File: src/ledanim_pkg.sv
// ----------------------------------------------------------------------------
// ledanim_pkg: shared types and constants for the LED animation core
// Pixel counts, mode and register codes, command/status structs, hue wheel.
// ----------------------------------------------------------------------------
package ledanim_pkg;

   localparam int MAX_PIXELS = 32;
   localparam int IDX_W      = $clog2(MAX_PIXELS);
   localparam int LEN_W      = 6;
   localparam int STEP_W     = 9;
   localparam int COLOR_W    = 24;
   localparam int LEVEL_W    = 8;

   // register indexes
   localparam logic [1:0] REG_POWER  = 2'd0;
   localparam logic [1:0] REG_MODE   = 2'd1;
   localparam logic [1:0] REG_COLOR  = 2'd2;
   localparam logic [1:0] REG_LENGTH = 2'd3;

   // animation modes
   localparam logic [2:0] MODE_SOLID   = 3'd0;
   localparam logic [2:0] MODE_BREATHE = 3'd1;
   localparam logic [2:0] MODE_WIPE    = 3'd2;
   localparam logic [2:0] MODE_CHASE   = 3'd3;
   localparam logic [2:0] MODE_RAINBOW = 3'd4;
   localparam logic [2:0] MODE_RCHASE  = 3'd5;
   localparam logic [2:0] MODE_NONE    = 3'd7;

   localparam logic [STEP_W-1:0] STEP_WRAP = STEP_W'(256);

   typedef enum logic [2:0] {
      PASS_CLEAR,
      PASS_FILL,
      PASS_WIPE,
      PASS_CHASE,
      PASS_RAINBOW,
      PASS_RCHASE
   } pass_kind_type;

   typedef struct packed {
      logic                start;
      pass_kind_type       kind;
      logic                emit;
      logic                last;
      logic [STEP_W-1:0]   step;
      logic [1:0]          offset;
      logic                lit;
      logic                black;
      logic [LEVEL_W-1:0]  bright;
   } pass_cmd_type;

   typedef struct packed {
      logic done;
   } pass_status_type;

   // color wheel: green->red->blue thirds
   function automatic logic [COLOR_W-1:0] hue_to_rgb(input logic [7:0] pos);
      logic [7:0] rel;
      logic [7:0] up;
      logic [7:0] down;
      logic [9:0] tri_val;
      if (pos < 8'd85) begin
         rel = pos;
      end else if (pos < 8'd170) begin
         rel = pos - 8'd85;
      end else begin
         rel = pos - 8'd170;
      end
      tri_val = {2'b00, rel} + {1'b0, rel, 1'b0};
      up      = tri_val[7:0];
      down    = 8'd255 - up;
      if (pos < 8'd85) begin
         hue_to_rgb = {up, down, 8'd0};
      end else if (pos < 8'd170) begin
         hue_to_rgb = {down, 8'd0, up};
      end else begin
         hue_to_rgb = {8'd0, up, down};
      end
   endfunction

endpackage

File: src/ledanim_dpath.sv
// ----------------------------------------------------------------------------
// ledanim_dpath: strip image, pixel sweep and output word register
// Runs one strip pass per command, one pixel a cycle unless rsp stalls.
// ----------------------------------------------------------------------------
module ledanim_dpath (
   input  logic                                  clock,
   input  logic                                  reset,
   input  ledanim_pkg::pass_cmd_type             cmd,
   output ledanim_pkg::pass_status_type          status,
   input  logic [ledanim_pkg::COLOR_W-1:0]       base_color,
   input  logic [ledanim_pkg::LEN_W-1:0]         len_m1,
   output logic                                  rsp_valid,
   input  logic                                  rsp_stall,
   output logic [4:0]                            rsp_pixel_index,
   output logic [ledanim_pkg::COLOR_W-1:0]       rsp_pixel_color,
   output logic [ledanim_pkg::LEVEL_W-1:0]       rsp_brightness,
   output logic                                  rsp_frame_end,
   output logic                                  rsp_last
);

   logic [ledanim_pkg::COLOR_W-1:0] strip_ff [ledanim_pkg::MAX_PIXELS];
   logic [ledanim_pkg::COLOR_W-1:0] strip_in [ledanim_pkg::MAX_PIXELS];
   logic                             busy_ff,  busy_in;
   logic [ledanim_pkg::IDX_W-1:0]    pix_ff,   pix_in;
   logic [1:0]                       cnt3_ff,  cnt3_in;
   logic                             valid_ff, valid_in;
   logic [4:0]                       idx_ff,   idx_in;
   logic [ledanim_pkg::COLOR_W-1:0]  color_ff, color_in;
   logic [ledanim_pkg::LEVEL_W-1:0]  level_ff, level_in;
   logic                             fend_ff,  fend_in;
   logic                             last_ff,  last_in;

   logic                             advance;
   logic                             end_pix;
   logic                             hit;
   logic [ledanim_pkg::IDX_W-1:0]    k_rel;
   logic [9:0]                       hsum;
   logic [9:0]                       hmod;
   logic [7:0]                       rb_pos;
   logic [ledanim_pkg::COLOR_W-1:0]  old_color;
   logic [ledanim_pkg::COLOR_W-1:0]  new_color;
   logic [ledanim_pkg::COLOR_W-1:0]  lit_color;

   assign old_color = strip_ff[pix_ff];
   assign end_pix   = ({1'b0, pix_ff} == len_m1[ledanim_pkg::IDX_W:0]);
   assign advance   = busy_ff && (!cmd.emit || !valid_ff || !rsp_stall);
   assign hit       = (pix_ff >= ledanim_pkg::IDX_W'(cmd.offset)) && (cnt3_ff == 2'd0);
   assign k_rel     = pix_ff - ledanim_pkg::IDX_W'(cmd.offset);

   // rainbow chase hue: (step + k) mod 255
   assign hsum   = {1'b0, cmd.step} + 10'(k_rel);
   assign hmod   = (hsum >= 10'd255) ? hsum - 10'd255 : hsum;
   assign rb_pos = cmd.step[7:0] + 8'(pix_ff);

   always_comb begin
      lit_color = (cmd.kind == ledanim_pkg::PASS_RCHASE) ?
                  ledanim_pkg::hue_to_rgb(hmod[7:0]) : base_color;
      case (cmd.kind)
         ledanim_pkg::PASS_CLEAR:   new_color = '0;
         ledanim_pkg::PASS_FILL:    new_color = base_color;
         ledanim_pkg::PASS_WIPE: begin
            if (ledanim_pkg::STEP_W'(pix_ff) < cmd.step) begin
               new_color = cmd.black ? '0 : base_color;
            end else begin
               new_color = old_color;
            end
         end
         ledanim_pkg::PASS_CHASE, ledanim_pkg::PASS_RCHASE: begin
            if (hit) begin
               new_color = cmd.lit ? lit_color : '0;
            end else begin
               new_color = old_color;
            end
         end
         ledanim_pkg::PASS_RAINBOW: new_color = ledanim_pkg::hue_to_rgb(rb_pos);
         default:                   new_color = old_color;
      endcase
   end

   always_comb begin
      strip_in = strip_ff;
      busy_in  = busy_ff;
      pix_in   = pix_ff;
      cnt3_in  = cnt3_ff;
      valid_in = valid_ff && rsp_stall;
      idx_in   = idx_ff;
      color_in = color_ff;
      level_in = level_ff;
      fend_in  = fend_ff;
      last_in  = last_ff;
      status.done = 1'b0;
      if (cmd.start) begin
         busy_in = 1'b1;
         pix_in  = '0;
         // phase of (pixel - offset) mod 3 at pixel 0
         case (cmd.offset)
            2'd1:    cnt3_in = 2'd2;
            2'd2:    cnt3_in = 2'd1;
            default: cnt3_in = 2'd0;
         endcase
      end else if (advance) begin
         strip_in[pix_ff] = new_color;
         pix_in  = pix_ff + 1'b1;
         cnt3_in = (cnt3_ff == 2'd2) ? 2'd0 : cnt3_ff + 2'd1;
         if (cmd.emit) begin
            valid_in = 1'b1;
            idx_in   = 5'(pix_ff);
            color_in = new_color;
            level_in = cmd.bright;
            fend_in  = end_pix;
            last_in  = end_pix && cmd.last;
         end
         if (end_pix) begin
            busy_in     = 1'b0;
            status.done = 1'b1;
         end
      end
   end

   always_ff @(posedge clock) begin
      if (reset) begin
         for (int i = 0; i < ledanim_pkg::MAX_PIXELS; i++) begin
            strip_ff[i] <= '0;
         end
         busy_ff  <= 1'b0;
         pix_ff   <= '0;
         cnt3_ff  <= 2'd0;
         valid_ff <= 1'b0;
      end else begin
         strip_ff <= strip_in;
         busy_ff  <= busy_in;
         pix_ff   <= pix_in;
         cnt3_ff  <= cnt3_in;
         valid_ff <= valid_in;
      end
      idx_ff   <= idx_in;
      color_ff <= color_in;
      level_ff <= level_in;
      fend_ff  <= fend_in;
      last_ff  <= last_in;
   end

   assign rsp_valid       = valid_ff;
   assign rsp_pixel_index = idx_ff;
   assign rsp_pixel_color = color_ff;
   assign rsp_brightness  = level_ff;
   assign rsp_frame_end   = fend_ff;
   assign rsp_last        = last_ff;

endmodule

File: src/ledanim_ctrl.sv
// ----------------------------------------------------------------------------
// ledanim_ctrl: per-tick sequencer and animation counters
// Plans the clear and mode passes of a tick and steps the animation state.
// ----------------------------------------------------------------------------
module ledanim_ctrl (
   input  logic                                clock,
   input  logic                                reset,
   input  logic                                req_valid,
   output logic                                req_stall,
   input  logic                                req_frame_tick,
   input  logic                                power_on,
   input  logic [2:0]                          animation_mode,
   input  logic [ledanim_pkg::LEN_W-1:0]       len,
   output ledanim_pkg::pass_cmd_type           cmd,
   input  ledanim_pkg::pass_status_type        status
);

   typedef enum logic [1:0] {
      ST_IDLE,
      ST_CLEAR,
      ST_ACT
   } state_type;

   state_type                          state_ff,  state_in;
   ledanim_pkg::pass_cmd_type          cmd_ff,    cmd_in;
   ledanim_pkg::pass_cmd_type          act_ff,    act_in;
   logic                               pend_ff,   pend_in;
   logic [ledanim_pkg::STEP_W-1:0]     step_ff,   step_in;
   logic [1:0]                         off_ff,    off_in;
   logic                               fall_ff,   fall_in;
   logic                               wclr_ff,   wclr_in;
   logic                               lit_ff,    lit_in;
   logic [2:0]                         prev_ff,   prev_in;
   logic [ledanim_pkg::LEVEL_W-1:0]    level_ff,  level_in;

   always_comb begin
      logic                            accept;
      logic                            changed;
      logic [ledanim_pkg::STEP_W-1:0]  e_step, n_step;
      logic [1:0]                      e_off,  n_off;
      logic                            e_fall, n_fall;
      logic                            e_wclr, n_wclr;
      logic                            e_lit,  n_lit;
      logic [ledanim_pkg::LEVEL_W-1:0] n_level;
      logic                            act_go;
      ledanim_pkg::pass_cmd_type       act_cmd;
      ledanim_pkg::pass_cmd_type       clr_cmd;

      accept  = req_valid && (state_ff == ST_IDLE);
      changed = (prev_ff != animation_mode);
      e_step  = changed ? '0 : step_ff;
      e_off   = changed ? 2'd0 : off_ff;
      e_fall  = changed ? 1'b0 : fall_ff;
      e_wclr  = changed ? 1'b0 : wclr_ff;
      e_lit   = changed ? 1'b0 : lit_ff;
      n_step  = e_step;
      n_off   = e_off;
      n_fall  = e_fall;
      n_wclr  = e_wclr;
      n_lit   = e_lit;
      n_level = level_ff;
      act_go  = 1'b0;

      act_cmd.start  = 1'b1;
      act_cmd.kind   = ledanim_pkg::PASS_FILL;
      act_cmd.emit   = 1'b1;
      act_cmd.last   = 1'b1;
      act_cmd.step   = e_step;
      act_cmd.offset = e_off;
      act_cmd.lit    = 1'b0;
      act_cmd.black  = e_wclr;
      act_cmd.bright = level_ff;

      clr_cmd        = act_cmd;
      clr_cmd.kind   = ledanim_pkg::PASS_CLEAR;

      unique case (animation_mode)
         ledanim_pkg::MODE_SOLID: begin
            act_go = 1'b1;
         end
         ledanim_pkg::MODE_BREATHE: begin
            if (!e_fall) begin
               if (e_step < ledanim_pkg::STEP_WRAP) begin
                  act_go  = 1'b1;
                  n_level = e_step[7:0];
                  n_step  = e_step + 1'b1;
               end else begin
                  n_fall = 1'b1;
                  n_step = e_step - 1'b1;
               end
            end else begin
               act_go  = 1'b1;
               n_level = e_step[7:0];
               if (e_step == '0) begin
                  n_fall = 1'b0;
               end else begin
                  n_step = e_step - 1'b1;
               end
            end
         end
         ledanim_pkg::MODE_WIPE: begin
            act_go       = 1'b1;
            act_cmd.kind = ledanim_pkg::PASS_WIPE;
            n_step       = e_step + 1'b1;
            if (e_step >= ledanim_pkg::STEP_W'(len)) begin
               n_wclr = !e_wclr;
               n_step = '0;
            end
         end
         ledanim_pkg::MODE_CHASE: begin
            if (e_step < ledanim_pkg::STEP_W'(3)) begin
               act_go         = 1'b1;
               act_cmd.kind   = ledanim_pkg::PASS_CHASE;
               act_cmd.offset = e_step[1:0];
               act_cmd.lit    = !e_lit;
               act_cmd.emit   = !e_lit;
               n_lit          = !e_lit;
               if (e_lit) begin
                  n_step = e_step + 1'b1;
               end
            end else begin
               n_step = '0;
            end
         end
         ledanim_pkg::MODE_RAINBOW: begin
            if (e_step < ledanim_pkg::STEP_WRAP) begin
               act_go       = 1'b1;
               act_cmd.kind = ledanim_pkg::PASS_RAINBOW;
               n_step       = e_step + 1'b1;
            end else begin
               n_step = '0;
            end
         end
         ledanim_pkg::MODE_RCHASE: begin
            if (e_step < ledanim_pkg::STEP_WRAP) begin
               if (e_off < 2'd3) begin
                  act_go       = 1'b1;
                  act_cmd.kind = ledanim_pkg::PASS_RCHASE;
                  act_cmd.lit  = !e_lit;
                  act_cmd.emit = !e_lit;
                  n_lit        = !e_lit;
                  if (e_lit) begin
                     n_off = e_off + 2'd1;
                  end
               end else begin
                  n_step = e_step + 1'b1;
                  n_off  = 2'd0;
               end
            end else begin
               n_step = '0;
               n_off  = 2'd0;
            end
         end
         default: begin
            act_go = 1'b0;
         end
      endcase

      state_in  = state_ff;
      cmd_in    = cmd_ff;
      cmd_in.start = 1'b0;
      act_in    = act_ff;
      pend_in   = pend_ff;
      step_in   = step_ff;
      off_in    = off_ff;
      fall_in   = fall_ff;
      wclr_in   = wclr_ff;
      lit_in    = lit_ff;
      prev_in   = prev_ff;
      level_in  = level_ff;

      unique case (state_ff)
         ST_IDLE: begin
            if (accept && req_frame_tick) begin
               if (!power_on) begin
                  cmd_in   = clr_cmd;
                  pend_in  = 1'b0;
                  state_in = ST_CLEAR;
               end else begin
                  step_in  = n_step;
                  off_in   = n_off;
                  fall_in  = n_fall;
                  wclr_in  = n_wclr;
                  lit_in   = n_lit;
                  level_in = n_level;
                  prev_in  = animation_mode;
                  if (changed) begin
                     cmd_in      = clr_cmd;
                     cmd_in.last = !(act_go && act_cmd.emit);
                     pend_in     = act_go;
                     act_in      = act_cmd;
                     state_in    = ST_CLEAR;
                  end else if (act_go) begin
                     cmd_in   = act_cmd;
                     state_in = ST_ACT;
                  end
               end
            end
         end
         ST_CLEAR: begin
            if (status.done) begin
               if (pend_ff) begin
                  cmd_in   = act_ff;
                  state_in = ST_ACT;
               end else begin
                  state_in = ST_IDLE;
               end
            end
         end
         ST_ACT: begin
            if (status.done) begin
               state_in = ST_IDLE;
            end
         end
         default: begin
            state_in = ST_IDLE;
         end
      endcase
   end

   always_ff @(posedge clock) begin
      if (reset) begin
         state_ff  <= ST_IDLE;
         cmd_ff    <= '0;
         act_ff    <= '0;
         pend_ff   <= 1'b0;
         step_ff   <= '0;
         off_ff    <= 2'd0;
         fall_ff   <= 1'b0;
         wclr_ff   <= 1'b0;
         lit_ff    <= 1'b0;
         prev_ff   <= ledanim_pkg::MODE_NONE;
         level_ff  <= '1;
      end else begin
         state_ff  <= state_in;
         cmd_ff    <= cmd_in;
         act_ff    <= act_in;
         pend_ff   <= pend_in;
         step_ff   <= step_in;
         off_ff    <= off_in;
         fall_ff   <= fall_in;
         wclr_ff   <= wclr_in;
         lit_ff    <= lit_in;
         prev_ff   <= prev_in;
         level_ff  <= level_in;
      end
   end

   assign req_stall = (state_ff != ST_IDLE);
   assign cmd       = cmd_ff;

endmodule

File: src/led_strip_animation_frame_generator_core.sv
// ----------------------------------------------------------------------------
// led_strip_animation_frame_generator_core: addressable-LED animation engine
// Steps one animation frame per tick word and streams shown frames as pixels.
// ----------------------------------------------------------------------------
// Each accepted req word with frame_tick set advances the selected animation
// by one step while power is on (power off shows a black frame). Whenever a
// frame is shown, the stored strip image streams out on rsp as one word per
// pixel (index, 24-bit color, brightness), frame_end on the last pixel of
// the frame and last on the final word of the tick. Work is done in passes
// over the strip, one pixel per cycle unless rsp stall holds the sweep: a
// tick runs one pass (a chase blanking step runs such a pass too, though it
// shows nothing), a clearing pass and then the mode's own pass when the
// mode changes, and no pass when the step only moves counters. A new tick
// is taken only after the previous tick's passes finish, while its final
// pixel word may still wait in the output register.
// Configuration (csr_index 0 power, 1 mode, 2 color, 3 length) may be
// written only while the block is idle.
// ----------------------------------------------------------------------------
module led_strip_animation_frame_generator_core (
   input  logic                                clock,
   input  logic                                reset,
   input  logic                                req_valid,
   output logic                                req_stall,
   input  logic                                req_frame_tick,
   output logic                                rsp_valid,
   input  logic                                rsp_stall,
   output logic [4:0]                          rsp_pixel_index,
   output logic [ledanim_pkg::COLOR_W-1:0]     rsp_pixel_color,
   output logic [ledanim_pkg::LEVEL_W-1:0]     rsp_brightness,
   output logic                                rsp_frame_end,
   output logic                                rsp_last,
   input  logic                                csr_write,
   input  logic [1:0]                          csr_index,
   input  logic [ledanim_pkg::COLOR_W-1:0]     csr_data
);

   // configuration registers
   logic                             power_ff,  power_in;
   logic [2:0]                       mode_ff,   mode_in;
   logic [ledanim_pkg::COLOR_W-1:0]  color_ff,  color_in;
   logic [ledanim_pkg::LEN_W-1:0]    length_ff, length_in;

   logic [ledanim_pkg::LEN_W-1:0]    len;
   logic [ledanim_pkg::LEN_W-1:0]    len_m1;

   ledanim_pkg::pass_cmd_type        cmd;
   ledanim_pkg::pass_status_type     status;

   always_comb begin
      power_in  = power_ff;
      mode_in   = mode_ff;
      color_in  = color_ff;
      length_in = length_ff;
      if (csr_write) begin
         unique case (csr_index)
            ledanim_pkg::REG_POWER:  power_in  = csr_data[0];
            ledanim_pkg::REG_MODE:   mode_in   = csr_data[2:0];
            ledanim_pkg::REG_COLOR:  color_in  = csr_data;
            ledanim_pkg::REG_LENGTH: length_in = csr_data[ledanim_pkg::LEN_W-1:0];
            default:                 power_in  = power_ff;
         endcase
      end
   end

   always_ff @(posedge clock) begin
      if (reset) begin
         power_ff  <= 1'b0;
         mode_ff   <= ledanim_pkg::MODE_SOLID;
         color_ff  <= '0;
         length_ff <= ledanim_pkg::LEN_W'(ledanim_pkg::MAX_PIXELS);
      end else begin
         power_ff  <= power_in;
         mode_ff   <= mode_in;
         color_ff  <= color_in;
         length_ff <= length_in;
      end
   end

   // pixels in use: zero acts as one, clipped at the strip size
   always_comb begin
      if (length_ff == '0) begin
         len = ledanim_pkg::LEN_W'(1);
      end else if (length_ff > ledanim_pkg::LEN_W'(ledanim_pkg::MAX_PIXELS)) begin
         len = ledanim_pkg::LEN_W'(ledanim_pkg::MAX_PIXELS);
      end else begin
         len = length_ff;
      end
      len_m1 = len - 1'b1;
   end

   ledanim_ctrl u_ctrl (
      .clock          (clock),
      .reset          (reset),
      .req_valid      (req_valid),
      .req_stall      (req_stall),
      .req_frame_tick (req_frame_tick),
      .power_on       (power_ff),
      .animation_mode (mode_ff),
      .len            (len),
      .cmd            (cmd),
      .status         (status)
   );

   ledanim_dpath u_dpath (
      .clock           (clock),
      .reset           (reset),
      .cmd             (cmd),
      .status          (status),
      .base_color      (color_ff),
      .len_m1          (len_m1),
      .rsp_valid       (rsp_valid),
      .rsp_stall       (rsp_stall),
      .rsp_pixel_index (rsp_pixel_index),
      .rsp_pixel_color (rsp_pixel_color),
      .rsp_brightness  (rsp_brightness),
      .rsp_frame_end   (rsp_frame_end),
      .rsp_last        (rsp_last)
   );

endmodule

File: config.mk
export PLATFORM = sky130hd
export DESIGN_NAME = led_strip_animation_frame_generator_core
export DESIGN_NICKNAME = d
export VERILOG_FILES = /design/src/ledanim_pkg.sv /design/src/ledanim_dpath.sv /design/src/ledanim_ctrl.sv /design/src/led_strip_animation_frame_generator_core.sv
export SDC_FILE = /design/constraint.sdc
export NUM_CORES = 2
export LEC_CHECK = 0
export BUFFER_PORTS_ARGS = -buffer_cell sky130_fd_sc_hd__clkbuf_2
export CELL_PAD_IN_SITES_DETAIL_PLACEMENT = 1
export CELL_PAD_IN_SITES_GLOBAL_PLACEMENT = 1
export CORE_MARGIN = 5
export CORE_UTILIZATION = 50
export DETAILED_ROUTE_END_ITERATION = 8
export HOLD_SLACK_MARGIN = 0.02
export PLACE_DENSITY_LB_ADDON = 0.1
export SLEW_MARGIN = 20
export SYNTH_ARGS = -nofsm -noshare
export SYNTH_HDL_FRONTEND = slang
export SYNTH_SLANG_ARGS = --single-unit
File: constraint.sdc
create_clock -name clock -period 14.23 [get_ports clock]
set_input_delay 2.1345 -clock clock [delete_from_list [all_inputs] [get_ports clock]]
set_output_delay 2.1345 -clock clock [all_outputs]
set_load 0.05 [all_outputs]
==> summary.txt <==
Synth
  • Largest area contributor in the netlist: dfxtp_1
  • Sequential fraction of the synthesis area: 0.426
  • Most used DFF post-synth: dfxtp_1
  • Most common library cells after synthesis: 892 x dfxtp_1, 501 x nand2_1, 484 x nand3b_1, 472 x o21ai_0, 431 x clkbuf_1
  • Synthesized Nets: 4948
  • Cell area after synthesis: 44700 um^2
  • Yosys warnings: 0
  • Count leader, synth: dfxtp_1
  • Synth Instances: 4834
  • Asr flop ratio synth: 0
  • Synth top area cells: dfxtp_1 40%, mux4_2 9.7%, nand3b_1 8.1%
  • Mean Syn Cell Area: 9.25 um^2
  • Post-synth EDFFs: 39
  • Unique masters post-synth: 81
  • Seq cells post-synth: 931
  • Post-synth top area share: 0.399

Routing
  • DRC viols: 0
  • Routed WL per cell: 27.2 um
  • Post-DR vias/cell: 6.60
  • Drt pass-1 iters: 5
  • Vias post-DR: 38700
  • ANT nets after route: 0
  • Routed wire length: 159000 um
  • First DRT Iteration DRCs: 4058

Min path
  • Worst Hold Launch: u_ctrl.cmd[2]$_SDFFE_PP0P_
  • Hold Path Cell Cnt: 0
  • Hold EP: u_dpath.rsp_brightness[2]$_DFFE_PP_
  • Min-Delay Path Class: register to register

CTS
  • # H-tree levels: 3
  • CTS Buffer Depth: 3
  • CTS tree: built
  • Postcts setup bufs: 0
  • Post-CTS resize count: 0
  • Worst-path clk slew: 60 ps
  • Hold-fix buffers, CTS: 0
  • CTS root buffer: clkbuf_16
  • Cts bufs inserted: 101
  • CTS sink count: 931
  • Worst skew pair latency: 710 ps

Floorplanning
  • Die area: 95500 um^2
  • Initial core utilization: 0.505
  • Die height: 309 um
  • Core area: 88500 um^2
  • # IOs: 73
  • Die Wd: 309 um
  • Std cell rows: 109

Global route
  • Initial antenna violation count: 4
  • Largest net degree at the start of global routing: 208
  • Total gr overflow: 0
  • First-pass GRT wire length: 243000 um
  • GRT Overall Usage: 0.326
  • Via count of the first global-routing pass: 39000

Worst setup path
  • Critical Path Max Stage Delay: 720 ps
  • R2R cell count: 35
  • Critical Setup Path Class: register to register
  • Arrival @ worst endpoint: 10840 ps
  • WP buf/inv: 5
  • Max Fanout on Critical Path: 33
  • Worst path required time: 14660 ps
  • Crit Reg-Reg Endpoint: u_dpath.rsp_pixel_color[15]$_DFFE_PP_
  • FF-to-FF Start: u_dpath.pix_ff[0]$_SDFFE_PP0P_
  • Critical Path Source Type: register
  • Worst R2R Setup Slack: 3820 ps
  • Slowest-stage cell, CP: a21oi_1
  • Top Family by Delay on Critical Path: compound AO/OA/AOI/OAI gates
  • Crit end category: register

Timing
  • Final period utilization: 0.732
  • Final setup viols: 0
  • Slew HR: 0.213
  • Max frequency: 96.1 MHz
  • Worst Clk Skew: 32.5 ps
  • Hold Slack: 428 ps
  • RSZ-0062 raised after global routing: no
  • Final hold vios: 0
  • Final worst slack: 3820 ps
  • Crit path time final: 10410 ps
  • Worst slew pin tran: 1180 ps
  • Setup tns final: 0 ps
  • Final max-slew violation count: 0

Place
  • Worst slack at placement: 3730 ps
  • Post-DP HPWL: 101000 um
  • Port bufs: 72
  • Placer congestion estimate: 0.954

Power
  • Total power: 5.62 mW
  • Internal Dissipation: 4.36 mW
  • VDD IR max: 131 uV
  • Leak pwr: 16.6 nW
  • Comb power frac: 0.032
  • Flop pwr share: 0.470
  • Power density over the cells: 114 nW/um^2
  • Switching power: 1.27 mW
  • Clock power share: 0.497
  • Sw frac: 0.225

Run
  • Max_cap viols: 0

Layout
  • Final nets: 4729
  • Layout overhead on the synthesized area: 9.98%
  • Share of layout cells above drive strength 1: 0.134

Status
  • Run status: complete, no violations
[final cells by class]
class	count	area (um^2)
fill	9793	39300
inverter	80	300
antenna	1	2.50
clock buffer	134	2870
multi-input combinational	3323	23600
timing repair buffer	178	1210
clock inverter	49	664
tap	1165	1460
sequential	931	19000
[worst reg2reg max path: cells and delay by family (launching register included)]
| kind | cells | cell delay, ps |
|---|---|---|
| XOR/XNOR | 2 | 410 |
| buffers and inverters | 5 | 1010 |
| AO/OA/AOI/OAI | 11 | 3100 |
| AND/OR/NAND/NOR | 10 | 2540 |
| flip-flops | 1 | 680 |
| adder cells (fa/ha/maj) | 7 | 2420 |
[power groups by stage]
| stage | sequential, mW | clock (mW) | combinational (mW) |
|---|---|---|---|
| 6_report | 2.64 | 2.80 | 0.182 |
| 5_1_grt | 2.64 | 2.94 | 0.195 |
| 4_1_cts | 2.64 | 2.83 | 0.181 |
| 3_5_place_dp | 2.70 | 0 | 0.180 |
| 3_3_place_gp | 2.70 | 0 | 0.179 |
| 2_1_floorplan | 2.69 | 0 | 0.137 |
[worst max-delay path by stage]
stage / start / to / slack (ps) / cells past startpoint
detailed placement: u_dpath.pix_ff[0]$_SDFFE_PP0P_ / u_dpath.strip_ff[295]$_SDFFE_PP0P_ / 3730 / 36
global route: u_dpath.pix_ff[0]$_SDFFE_PP0P_ / u_dpath.strip_ff[295]$_SDFFE_PP0P_ / 3050 / 36
CTS: u_dpath.pix_ff[0]$_SDFFE_PP0P_ / u_dpath.strip_ff[295]$_SDFFE_PP0P_ / 3680 / 36
floorplan: u_dpath.pix_ff[1]$_SDFFE_PP0P_ / u_dpath.rsp_pixel_color[15]$_DFFE_PP_ / 3930 / 41
finish: u_dpath.pix_ff[0]$_SDFFE_PP0P_ / u_dpath.rsp_pixel_color[15]$_DFFE_PP_ / 3820 / 35
global placement: u_dpath.pix_ff[0]$_SDFFE_PP0P_ / u_dpath.rsp_pixel_color[7]$_DFFE_PP_ / 4130 / 36
[logic make-up (layout without fill, tap and decap cells)]
group / after synthesis / after routing / synth area share
compound gates: 1311 / 1311 / 0.187
xor+xnor: 62 / 62 / 0.0125
fa+ha+maj: 82 / 82 / 0.0238
buf+inv: 580 / 441 / 0.0506
flops: 931 / 931 / 0.426
mux: 236 / 236 / 0.107
other cells: 0 / 1 / 0
simple gates: 1632 / 1632 / 0.194
[sequential cells by signal, indices dropped and copies added, names as in the netlist, 2 cells and up]
name	flops
u_dpath.rsp_pixel_index	5
u_dpath.pix_ff	5
u_ctrl.prev_ff	3
length_ff	6
mode_ff	3
u_ctrl.off_ff	2
u_ctrl.cmd	27
u_ctrl.state_ff	2
u_ctrl.act_ff	26
u_ctrl.level_ff	8
color_ff	24
u_dpath.rsp_brightness	8
u_dpath.rsp_pixel_color	24
u_dpath.strip_ff	768
u_ctrl.step_ff	9
u_dpath.cnt3_ff	2
[placed cells by master (no fill, tap or decap), drive strengths merged, types with 13 or more instances in the layout]
cell    synthesis  routed
and3           23      23
xor2           19      19
bufinv          0      13
nor2          327     327
buf            69     106
clkbuf        431     206
o32ai          15      15
mux4          192     192
xnor2          43      43
nand3          44      44
ha             77      77
o211ai         17      17
o21ai         476     476
nand2b         93      93
a211oi         82      82
nand2         501     501
a21oi         232     232
and2           33      33
o22ai          65      65
nand3b        484     484
a21o           19      19
edfxtp         39      39
or2            39      39
a221oi         23      23
inv            79      82
or3            13      13
nor3           42      42
clkinv          1      30
a311oi         67      67
o31ai          96      96
a22oi          89      89
mux2i          39      39
dfxtp         892     892
[per-layer routing]
metal	wire length [um]	track usage	vias up
met3	11400	0.0500	301
met2	73100	0.525	1429
met5	0	0	-
met4	5660	0.107	0
li1	-	-	17100
met1	69300	0.452	19800
[through the flow]
stage,utilization,instances,area [um^2]
floorplan,-,4834,44700
global placement,0.515,5676,45600
detailed placement,0.515,5676,45600
CTS,0.555,5859,49100
global route,0.556,5860,49200
finish,0.556,5861,49200
No activity file was read; power rests on OpenSTA's default activity.
